File: config.mk
export PLATFORM = sky130hd
export DESIGN_NAME = msct_ctrl
export DESIGN_NICKNAME = d
export VERILOG_FILES = /design/src/design/msct_pkg.sv /design/src/design/msct_ctrl.sv
export SDC_FILE = /design/constraint.sdc
export NUM_CORES = 1
export LEC_CHECK = 0
export BUFFER_PORTS_ARGS = -buffer_cell sky130_fd_sc_hd__buf_2
export CAP_MARGIN = 20
export CORE_MARGIN = 1
export CORE_UTILIZATION = 50
export CTS_CLUSTER_DIAMETER = 150
export DETAILED_ROUTE_END_ITERATION = 8
export MAX_ROUTING_LAYER = met4
export PLACE_DENSITY = 0.79
export SYNTH_ARGS = -nofsm -noshare
export SYNTH_HDL_FRONTEND = slang
export SYNTH_SLANG_ARGS = --single-unit
File: constraint.sdc
create_clock -name clock -period 2.4 [get_ports clock]
set_input_delay 0.24 -clock clock [delete_from_list [all_inputs] [get_ports clock]]
set_output_delay 0.24 -clock clock [all_outputs]
set_load 0.01 [all_outputs]
File: src/design/msct_pkg.sv
package msct_pkg;

   localparam int FRACTION_BITS = 16;
   localparam int COORD_W       = 32;
   localparam int RADIUS_W      = 31;
   localparam int REQ_DATA_W    = 224;
   localparam int RSP_DATA_W    = 224;

   // Step counts of the iterative phases.
   localparam int MUL_STEPS  = 11;
   localparam int WIDE_STEPS = 64;
   localparam int SQRT_STEPS = 64;
   localparam int DIV_STEPS  = 64 + FRACTION_BITS;
   localparam int MOVE_STEPS = 7;
   localparam int STEP_W     = 7;

   typedef enum logic [3:0] {
      ST_IDLE, ST_DIFF, ST_NORM, ST_MUL, ST_PREP, ST_WINIT, ST_WIDE,
      ST_JFORM, ST_SQRT, ST_RANGE, ST_DIV, ST_TSAT, ST_MOVE, ST_FINISH
   } state_type;

   typedef enum logic [3:0] {
      OP_NONE, OP_DIFF, OP_NORM, OP_MUL, OP_PREP, OP_WINIT, OP_WIDE,
      OP_JFORM, OP_SQRT, OP_RANGE, OP_DIV, OP_TSAT, OP_MOVE
   } op_type;

   typedef struct packed {
      op_type              op;
      logic [STEP_W-1:0]   step;
      logic                capture;
      logic                out_load;
      logic                out_hit;
   } cmd_type;

   typedef struct packed {
      logic p_zero;
      logic j_neg;
      logic range_miss;
   } status_type;

endpackage

File: src/design/msct_ctrl.sv
module msct_ctrl
   import msct_pkg::*;
(
   input  logic       clock,
   input  logic       reset,
   input  logic       req_tvalid,
   input  logic       req_tuser,
   output logic       req_tready,
   input  logic       rsp_tready,
   output logic       rsp_tvalid,
   output cmd_type    cmd,
   input  status_type status
);

   state_type         state_ff, state_in;
   logic [STEP_W-1:0] step_ff, step_in;
   logic              hit_ff, hit_in;
   logic              rsp_valid_ff, rsp_valid_in;
   logic              out_free;

   assign out_free   = !rsp_valid_ff || rsp_tready;
   assign req_tready = (state_ff == ST_IDLE);
   assign rsp_tvalid = rsp_valid_ff;

   always_comb begin
      state_in = state_ff;
      step_in  = step_ff;
      hit_in   = hit_ff;
      unique case (state_ff)
         ST_IDLE: begin
            step_in = '0;
            if (req_tvalid && req_tuser) begin
               state_in = ST_DIFF;
            end
         end
         ST_DIFF:  state_in = ST_NORM;
         ST_NORM: begin
            state_in = ST_MUL;
            step_in  = '0;
         end
         ST_MUL: begin
            if (step_ff == STEP_W'(MUL_STEPS - 1)) begin
               state_in = ST_PREP;
               step_in  = '0;
            end else begin
               step_in = step_ff + 1'b1;
            end
         end
         ST_PREP: begin
            if (status.p_zero) begin
               state_in = ST_FINISH;
               hit_in   = 1'b0;
            end else begin
               state_in = ST_WINIT;
            end
         end
         ST_WINIT: begin
            state_in = ST_WIDE;
            step_in  = '0;
         end
         ST_WIDE: begin
            if (step_ff == STEP_W'(WIDE_STEPS - 1)) begin
               state_in = ST_JFORM;
               step_in  = '0;
            end else begin
               step_in = step_ff + 1'b1;
            end
         end
         ST_JFORM: begin
            step_in = '0;
            if (status.j_neg) begin
               state_in = ST_FINISH;
               hit_in   = 1'b0;
            end else begin
               state_in = ST_SQRT;
            end
         end
         ST_SQRT: begin
            if (step_ff == STEP_W'(SQRT_STEPS - 1)) begin
               state_in = ST_RANGE;
               step_in  = '0;
            end else begin
               step_in = step_ff + 1'b1;
            end
         end
         ST_RANGE: begin
            step_in = '0;
            if (status.range_miss) begin
               state_in = ST_FINISH;
               hit_in   = 1'b0;
            end else begin
               state_in = ST_DIV;
            end
         end
         ST_DIV: begin
            if (step_ff == STEP_W'(DIV_STEPS - 1)) begin
               state_in = ST_TSAT;
               step_in  = '0;
            end else begin
               step_in = step_ff + 1'b1;
            end
         end
         ST_TSAT: begin
            state_in = ST_MOVE;
            step_in  = '0;
         end
         ST_MOVE: begin
            if (step_ff == STEP_W'(MOVE_STEPS - 1)) begin
               state_in = ST_FINISH;
               step_in  = '0;
               hit_in   = 1'b1;
            end else begin
               step_in = step_ff + 1'b1;
            end
         end
         ST_FINISH: begin
            if (out_free) begin
               state_in = ST_IDLE;
            end
         end
         default: state_in = ST_IDLE;
      endcase
   end

   always_comb begin
      cmd.op       = OP_NONE;
      cmd.step     = step_ff;
      cmd.capture  = (state_ff == ST_IDLE) && req_tvalid;
      cmd.out_load = (state_ff == ST_FINISH) && out_free;
      cmd.out_hit  = hit_ff;
      unique case (state_ff)
         ST_DIFF:  cmd.op = OP_DIFF;
         ST_NORM:  cmd.op = OP_NORM;
         ST_MUL:   cmd.op = OP_MUL;
         ST_PREP:  cmd.op = OP_PREP;
         ST_WINIT: cmd.op = OP_WINIT;
         ST_WIDE:  cmd.op = OP_WIDE;
         ST_JFORM: cmd.op = OP_JFORM;
         ST_SQRT:  cmd.op = OP_SQRT;
         ST_RANGE: cmd.op = OP_RANGE;
         ST_DIV:   cmd.op = OP_DIV;
         ST_TSAT:  cmd.op = OP_TSAT;
         ST_MOVE:  cmd.op = OP_MOVE;
         default:  cmd.op = OP_NONE;
      endcase
   end

   always_comb begin
      rsp_valid_in = rsp_valid_ff;
      priority if (cmd.out_load) begin
         rsp_valid_in = 1'b1;
      end else if (rsp_tready) begin
         rsp_valid_in = 1'b0;
      end
   end

   always_ff @(posedge clock) begin
      if (reset) begin
         state_ff     <= ST_IDLE;
         step_ff      <= '0;
         hit_ff       <= 1'b0;
         rsp_valid_ff <= 1'b0;
      end else begin
         state_ff     <= state_in;
         step_ff      <= step_in;
         hit_ff       <= hit_in;
         rsp_valid_ff <= rsp_valid_in;
      end
   end

   a_busy_no_ready: assert property (@(posedge clock) disable iff (reset)
      (state_ff != ST_IDLE) |-> !req_tready)
      else $error("request taken while a test is running");

   a_start_test: assert property (@(posedge clock) disable iff (reset)
      (req_tvalid && req_tready && req_tuser) |=> (state_ff == ST_DIFF))
      else $error("second sphere did not start the test");

   a_div_bound: assert property (@(posedge clock) disable iff (reset)
      (state_ff == ST_DIV) |-> (step_ff < STEP_W'(DIV_STEPS)))
      else $error("divider step out of range");

   a_finish_shows: assert property (@(posedge clock) disable iff (reset)
      (state_ff == ST_FINISH && out_free) |=> (rsp_tvalid && state_ff == ST_IDLE))
      else $error("finished result not presented");

endmodule

==> impl_table.tex, run 1 <==
\begin{tabular}{lr}
\hline
Metric & Value \\
\hline
\multicolumn{2}{l}{\textbf{Detailed routing}} \\
Wl on met1 & around 1.2 mm \\
DRC viols & 0 \\
Iteration count of the initial detailed-routing pass & 4 \\
Routed via count & roughly 1,200 \\
Detailed-route wire length per cell & about 13 µm \\
DR iter-0 viols & 42 \\
Post-detailed-route count of antenna-violating nets & 0 \\
Vias per cell & 5.923 \\
Met2 Wirelength & between 1 and 1.5 mm \\
Metal3 WL & roughly 170 µm \\
Uppermost routed layer & met4 \\
Detailed-route wire length & approximately 2.6 mm \\
\multicolumn{2}{l}{\textbf{Finish}} \\
Layout cells sized above 1 & a little over a quarter \\
Non-filler cells in the finished layout & 196 \\
Synthesis-to-finish area growth & 15.15\% \\
Final layout net count & approximately 180 \\
Diodes inserted & 0 \\
\multicolumn{2}{l}{\textbf{Pwr}} \\
Pwr Density & approximately 870 nW/µm² \\
Leakage power & $\sim$0.56 nW \\
Overall power & 0.001172 W \\
Max rail drop VDD & between 500 and 600 µV \\
\multicolumn{2}{l}{\textbf{Critical path}} \\
Nature of the critical path startpoint & register \\
CP endpoint kind & register \\
Capture point of the critical path & cmd[13] \\
Maximum fanout along the worst path & 9 \\
Worst setup slack for register-to-register paths & about 190 ps \\
Kind of critical path & register to register \\
Critical path startpoint & state\_ff[1] \\
Launch point of the worst reg-to-reg path & state\_ff[1] \\
WP data required & 2600 ps \\
FF-to-FF path depth & 6 \\
Arrival time worst endpoint & $\sim$2400 ps \\
Reg-to-reg critical path endpoint & cmd[13] \\
\multicolumn{2}{l}{\textbf{Floorplanning}} \\
Floorplan die height & 50.27 µm \\
Starting utilization of the core area & a little over half \\
I/O pin cnt & 24 \\
Placement Rows & 17 \\
Die span in x & $\sim$50 µm \\
Area of the placeable core & approximately 2200 µm² \\
Die area & around 2500 µm² \\
\multicolumn{2}{l}{\textbf{Synthesis}} \\
Syn nets & around 160 \\
Number of distinct standard cells referenced by the synthesized netlist & 53 \\
Asr flop ratio synth & 0\% \\
Post-synth EDFFs & 0 \\
Cell count after synthesis & between 100 and 150 \\
Most used DFF post-synth & sky130\_fd\_sc\_hd\_\_dfxtp\_1 \\
Synth warn & 0 \\
Mean Syn Cell Area & 8.034 µm² \\
Synthesized area & between 1000 and 1500 µm² \\
Sequential element share of the synthesized area & 29.22\% \\
Post-synthesis register bit count & 17 \\
\multicolumn{2}{l}{\textbf{STA}} \\
Setup TNS & 0 ps \\
Part of the cycle the worst path needs & about 90\% \\
Maximum frequency from static timing analysis & around 450 MHz \\
Post-route clock skew & between 9 and 10 ps \\
Period minus WS final & 2215 ps \\
Final setup violation count & 0 \\
Final max-slew violation count & 0 \\
Unrepaired setup endpoints after global routing & false \\
Final count of hold timing violations & 0 \\
Slew headroom & between 60\% and 70\% \\
Worst slew pin tran & approximately 520 ps \\
\multicolumn{2}{l}{\textbf{Worst hold path}} \\
Hold Path Depth & 4 \\
Worst min-delay path category & input port to register \\
\multicolumn{2}{l}{\textbf{Global route}} \\
Vias in the first global route & around 1,000 \\
Wire length of the first global-routing pass & 4.581 mm \\
Sum of overflow across all layers after global routing & 0 \\
Antenna violations before repair & 0 \\
Largest net degree at the start of global routing & 16 \\
All-layer global routing usage & around 24\% \\
\multicolumn{2}{l}{\textbf{Clock tree}} \\
Number of buffers inserted during clock tree synthesis & 3 \\
Resized cells post-CTS & 0 \\
Root Buffer & sky130\_fd\_sc\_hd\_\_clkbuf\_4 \\
Sinks on the clock net & 17 \\
Max clock buf depth & 2 \\
Setup fix buffers added after clock tree synthesis & 0 \\
Number of H-tree levels & 1 \\
Clock latency of the later-clocked register in the worst-skew pair & 300 ps \\
Clk pin slew, worst setup/hold paths & $\sim$100 ps \\
TritonCTS clock tree & built \\
Number of buffers inserted for hold repair after clock tree synthesis & 0 \\
\multicolumn{2}{l}{\textbf{Flow run}} \\
Max-cap violations & 0 \\
\multicolumn{2}{l}{\textbf{Placement}} \\
Cell count after placement & approximately 190 \\
Final Wtd Congestion & $\sim$0.9 \\
Number of port buffers & 23 \\
Hpwl dp & roughly 2 mm \\
\multicolumn{2}{l}{\textbf{Status}} \\
Status & finished, final reports clean \\
\hline
\end{tabular}
-- cells in the final DEF (no fill, tap or decap), types with 3 or more instances in the layout --
master                     count
sky130_fd_sc_hd__a211oi_1      4
sky130_fd_sc_hd__a21oi_1       7
sky130_fd_sc_hd__buf_2        23
sky130_fd_sc_hd__buf_4         8
sky130_fd_sc_hd__clkbuf_4      3
sky130_fd_sc_hd__dfxtp_1      17
sky130_fd_sc_hd__inv_1         6
sky130_fd_sc_hd__nand2_1      11
sky130_fd_sc_hd__nand3_1       3
sky130_fd_sc_hd__nor2_1       13
sky130_fd_sc_hd__nor2b_1       6
sky130_fd_sc_hd__nor3_1        7
sky130_fd_sc_hd__o21a_1        3
sky130_fd_sc_hd__o21ai_0       5
sky130_fd_sc_hd__xnor2_1       3
sky130_fd_sc_hd__xor2_1        3
-- cells in the mapped netlist, types with 2 or more instances --
cell type / count / share of area, %
sky130_fd_sc_hd__a211oi_1: 4 / 2.6
sky130_fd_sc_hd__a21oi_1: 7 / 3.0
sky130_fd_sc_hd__a31o_2: 2 / 1.5
sky130_fd_sc_hd__a31oi_1: 2 / 1.1
sky130_fd_sc_hd__and3_1: 2 / 1.1
sky130_fd_sc_hd__buf_2: 2 / 0.86
sky130_fd_sc_hd__buf_4: 2 / 1.3
sky130_fd_sc_hd__buf_6: 2 / 1.9
sky130_fd_sc_hd__clkbuf_1: 5 / 1.6
sky130_fd_sc_hd__dfxtp_1: 17 / 29
sky130_fd_sc_hd__ha_1: 2 / 2.1
sky130_fd_sc_hd__inv_1: 6 / 1.9
sky130_fd_sc_hd__mux2i_1: 2 / 1.7
sky130_fd_sc_hd__nand2_1: 11 / 3.5
sky130_fd_sc_hd__nand3_1: 3 / 1.3
sky130_fd_sc_hd__nand3b_1: 2 / 1.3
sky130_fd_sc_hd__nor2_1: 13 / 4.2
sky130_fd_sc_hd__nor2b_1: 6 / 3.2
sky130_fd_sc_hd__nor3_1: 7 / 3.0
sky130_fd_sc_hd__nor3b_1: 2 / 1.3
sky130_fd_sc_hd__nor4_1: 2 / 1.1
sky130_fd_sc_hd__o21a_1: 3 / 1.9
sky130_fd_sc_hd__o21ai_0: 5 / 2.1
sky130_fd_sc_hd__o22ai_1: 2 / 1.1
sky130_fd_sc_hd__or3b_1: 2 / 1.5
sky130_fd_sc_hd__xnor2_1: 3 / 2.3
sky130_fd_sc_hd__xor2_1: 3 / 2.3
-- cell type report --
type / instances / area [µm²]
fill: 191 / 870.8
timing repair buffer: 31 / 175.2
multi-input combinational: 110 / 740.7
sequential: 17 / 340.3
tap: 28 / 35.03
inverter: 6 / 22.52
clock inverter: 1 / 5.005
clock buffer: 3 / 22.52
-- where the power goes --
group / total [W] / switching (W) / leakage, nW / internal (W)
Combinational: 0.000637 / 0.000366 / 0.403 / 0.000272
Clock: 0.000154 / 0.0000923 / 0.0177 / 0.0000622
Sequential: 0.000380 / 0.0000538 / 0.138 / 0.000326
-- worst min-delay path by stage --
| stage | startpoint | endpoint |
|---|---|---|
| 5_1_grt | rsp_tready | rsp_tvalid |
| 2_1_floorplan | rsp_tready | rsp_tvalid |
| 3_5_place_dp | step_ff[1] | step_ff[1] |
| 6_report | rsp_tready | rsp_tvalid |
| 4_1_cts | rsp_tready | rsp_tvalid |
| 3_3_place_gp | step_ff[1] | step_ff[1] |
-- flip-flops by register name, indices dropped and copies added (netlist names) --
signal and flops:
step_ff 7, cmd 4, state_ff 4, hit_ff 1
rsp_tvalid 1
-- cells by family after synthesis --
family,synth area share (%)
AO/OA/AOI/OAI,25.89
XOR/XNOR,4.512
adder cells (fa/ha/maj),2.148
AND/OR/NAND/NOR,28.57
multiplexers,1.719
buffers and inverters,7.948
flip-flops,29.22
-- worst max-delay path, stage by stage (launching register included) --
cell and delay (ps):
sky130_fd_sc_hd__dfxtp_1 510, sky130_fd_sc_hd__nand2_1 190, sky130_fd_sc_hd__a2111oi_2 500, sky130_fd_sc_hd__a221o_2 250, sky130_fd_sc_hd__or2_1 270, sky130_fd_sc_hd__o22ai_1 180, sky130_fd_sc_hd__o21a_1 220
-- layer usage --
layer  vias up  global-route usage [%]
li1        577                       -
met1       538                   32.78
met2        40                   34.44
met3         6                   3.939
met4         0                   11.90
met5         -                       -
-- through the flow --
stage | setup slack (ps) | area (µm²) | hold WS [ps] | utilization, %
6_report | 185.5 | 1341 | 243.7 | 60.63
5_1_grt | 12.14 | 1341 | 245.4 | 60.63
4_1_cts | 138.3 | 1333 | 238.7 | 60.24
3_5_place_dp | 154.0 | 1305 | 532.5 | 58.99
3_3_place_gp | 311.2 | 1305 | 500.0 | 58.99
2_1_floorplan | 283.4 | 1165 | 458.6 | -
Power figures use the tool's default switching activity.
==> run 2: changes to the inputs <==
CORE_UTILIZATION = 48   (was 50)
clock period = 1.98 ns   (was 2.4 ns; I/O delays follow)
==> run 2 against run 1 <==
  * The run now ends with negative setup slack left
  * First-iteration DRC count increased by 4.8%
  * Sequential power increased by 19%
  * Flip-flop and latch count unchanged
  * Clock skew decreased by 5.9 ps
  * Global-route usage increased by 4.4 points
  * Clock power increased by 28%
  * Register-to-register slack got worse by 350 ps
  * Utilization increased by 9.5 points
  * Die area increased by 4.0%
  * Hold slack got worse by 27 ps
  * Setup slack got worse by 350 ps
  * Fmax increased by 3.3%
  * Critical endpoint is now cmd[10]
==> impl_table.tex, run 2 (synthesis gave the netlist of run 1 again) <==
\begin{tabular}{lr}
\hline
Metric & Value \\
\hline
\multicolumn{2}{l}{\textbf{Finish}} \\
Final layout net count & roughly 200 \\
Most frequent standard cell in the layout excluding fill and tap cells & sky130\_fd\_sc\_hd\_\_buf\_4 \\
Diodes inserted & 0 \\
Commonest cells after routing, fill and taps aside & 31 x sky130\_fd\_sc\_hd\_\_buf\_4, 23 x sky130\_fd\_sc\_hd\_\_buf\_2, 14 x sky130\_fd\_sc\_hd\_\_dfxtp\_1 \\
Synthesis-to-finish area growth & 35.66\% \\
Flip-flop count of the largest register after layout & 7 \\
Top reg by flops & step\_ff \\
Layout cells sized above 1 & 41.36\% \\
\multicolumn{2}{l}{\textbf{STA}} \\
Slew headroom & approximately two thirds \\
Part of the cycle the worst path needs & 108.2\% \\
Worst slew pin tran & approximately 470 ps \\
Final worst hold slack & 216.3 ps \\
Maximum frequency from static timing analysis & around 470 MHz \\
Period minus WS final & $\sim$2100 ps \\
Setup TNS & -664.6 ps \\
Final worst-path setup slack & -162.8 ps \\
Unrepaired setup endpoints after global routing & true \\
Final setup violation count & 7 \\
Final max-slew violation count & 0 \\
Post-route clock skew & $\sim$3.2 ps \\
Final count of hold timing violations & 0 \\
\multicolumn{2}{l}{\textbf{Global route}} \\
All-layer global routing usage & 28.54\% \\
Antenna violations before repair & 0 \\
Sum of overflow across all layers after global routing & 0 \\
Wire length of the first global-routing pass & between 5 and 6 mm \\
Vias in the first global route & roughly 1,200 \\
Largest net degree at the start of global routing & 14 \\
\multicolumn{2}{l}{\textbf{Critical path}} \\
Arrival time worst endpoint & around 2300 ps \\
Nature of the critical path startpoint & register \\
CP endpoint kind & register \\
Kind of critical path & register to register \\
WP data required & 2170 ps \\
Maximum fanout along the worst path & 8 \\
FF-to-FF path depth & 8 \\
\multicolumn{2}{l}{\textbf{Status}} \\
Status & complete, but fails checks \\
Violations in the final reports & negative setup slack \\
\multicolumn{2}{l}{\textbf{Detailed routing}} \\
Post-detailed-route count of antenna-violating nets & 0 \\
Routed via count & 1,300 \\
Vias per cell & between 5 and 6 \\
Detailed-route wire length & $\sim$3.4 mm \\
DRC viols & 0 \\
Detailed-route wire length per cell & about 16 µm \\
DR iter-0 viols & 44 \\
Iteration count of the initial detailed-routing pass & 4 \\
\multicolumn{2}{l}{\textbf{Pwr}} \\
Leakage power & 0.6846 nW \\
Max rail drop VDD & between 700 and 800 µV \\
Pwr Density & 1067 nW/µm² \\
\multicolumn{2}{l}{\textbf{Placement}} \\
Number of port buffers & 23 \\
Final Wtd Congestion & about 0.97 \\
Hpwl dp & 2.304 mm \\
\multicolumn{2}{l}{\textbf{Clock tree}} \\
Max clock buf depth & 2 \\
Sinks on the clock net & 17 \\
Clk pin slew, worst setup/hold paths & roughly 100 ps \\
Number of buffers inserted for hold repair after clock tree synthesis & 0 \\
TritonCTS clock tree & built \\
Number of H-tree levels & 1 \\
Clock latency of the later-clocked register in the worst-skew pair & around 300 ps \\
Number of buffers inserted during clock tree synthesis & 3 \\
Root Buffer & sky130\_fd\_sc\_hd\_\_clkbuf\_4 \\
\multicolumn{2}{l}{\textbf{Floorplanning}} \\
Die area & 2628 µm² \\
Placement Rows & 17 \\
Starting utilization of the core area & about half \\
Area of the placeable core & approximately 2300 µm² \\
Floorplan die height & slightly above 50 µm \\
Die span in x & roughly 51 µm \\
I/O pin cnt & 24 \\
\multicolumn{2}{l}{\textbf{Worst hold path}} \\
Worst min-delay path category & input port to register \\
Hold Path Depth & 4 \\
\multicolumn{2}{l}{\textbf{Flow run}} \\
Max-cap violations & 0 \\
\hline
\end{tabular}
==> run 2: stage by stage <==
stage	instances	total power, W	instance area, µm²	util (%)	worst slack (ps)
final	219	0.001687	1580	70.09	-162.8
after detailed placement	211	0.001379	1480	65.65	-126.6
after global placement	211	0.001360	1480	65.65	-52.83
after global routing	219	0.001785	1580	70.09	-213.1
after CTS	217	0.001616	1546	68.59	-104.7
after floorplan	145	0.001072	1197	-	-45.70
==> run 2: layout make-up <==
cell class / count / area, µm²
clock buffer: 4 / 26.28
fill: 191 / 674.4
inverter: 6 / 22.52
multi-input combinational: 110 / 802.0
sequential: 17 / 346.6
tap: 28 / 35.03
timing repair buffer: 54 / 347.8
==> run 2: routing by layer <==
layer,GRT usage (%),routed length (µm),vias to the layer above
met5,-,0,-
met4,12.61,55,0
met3,5.060,193,7
met2,44.30,1614,51
met1,36.23,1539,622
li1,-,-,620
==> run 2: path summary, 6_finish.rpt <==
path,start,end,slack (ps)
worst max register to register,step_ff[0],cmd[10],-160
worst min-delay path,rsp_tready,rsp_tvalid,220
worst max-delay path,step_ff[0],cmd[10],-160
worst min register to register,hit_ff,hit_ff,540
==> run 2: where the power goes <==
part	switching, W	total, W	internal [W]	leakage (nW)
registers	0.0000565	0.000454	0.000398	0.140
clock network	0.000118	0.000197	0.0000786	0.0150
logic	0.000544	0.00104	0.000492	0.530
==> run 2: worst max-delay path, stage by stage, from the launching register on <==
cell and delay (ps):
sky130_fd_sc_hd__dfxtp_4 370, sky130_fd_sc_hd__inv_2 40, sky130_fd_sc_hd__ha_1 140, sky130_fd_sc_hd__nor4b_4 300, sky130_fd_sc_hd__a2111oi_4 130, sky130_fd_sc_hd__a221o_2 370, sky130_fd_sc_hd__or2_4 300, sky130_fd_sc_hd__a21oi_1 290
sky130_fd_sc_hd__a211oi_2 80
==> run 2: repair_timing <==
item,in CTS,in global routing
pin swaps,2,3
setup buffers,2,2
endpoints found under the setup margin,7,14
resized for setup,6,6
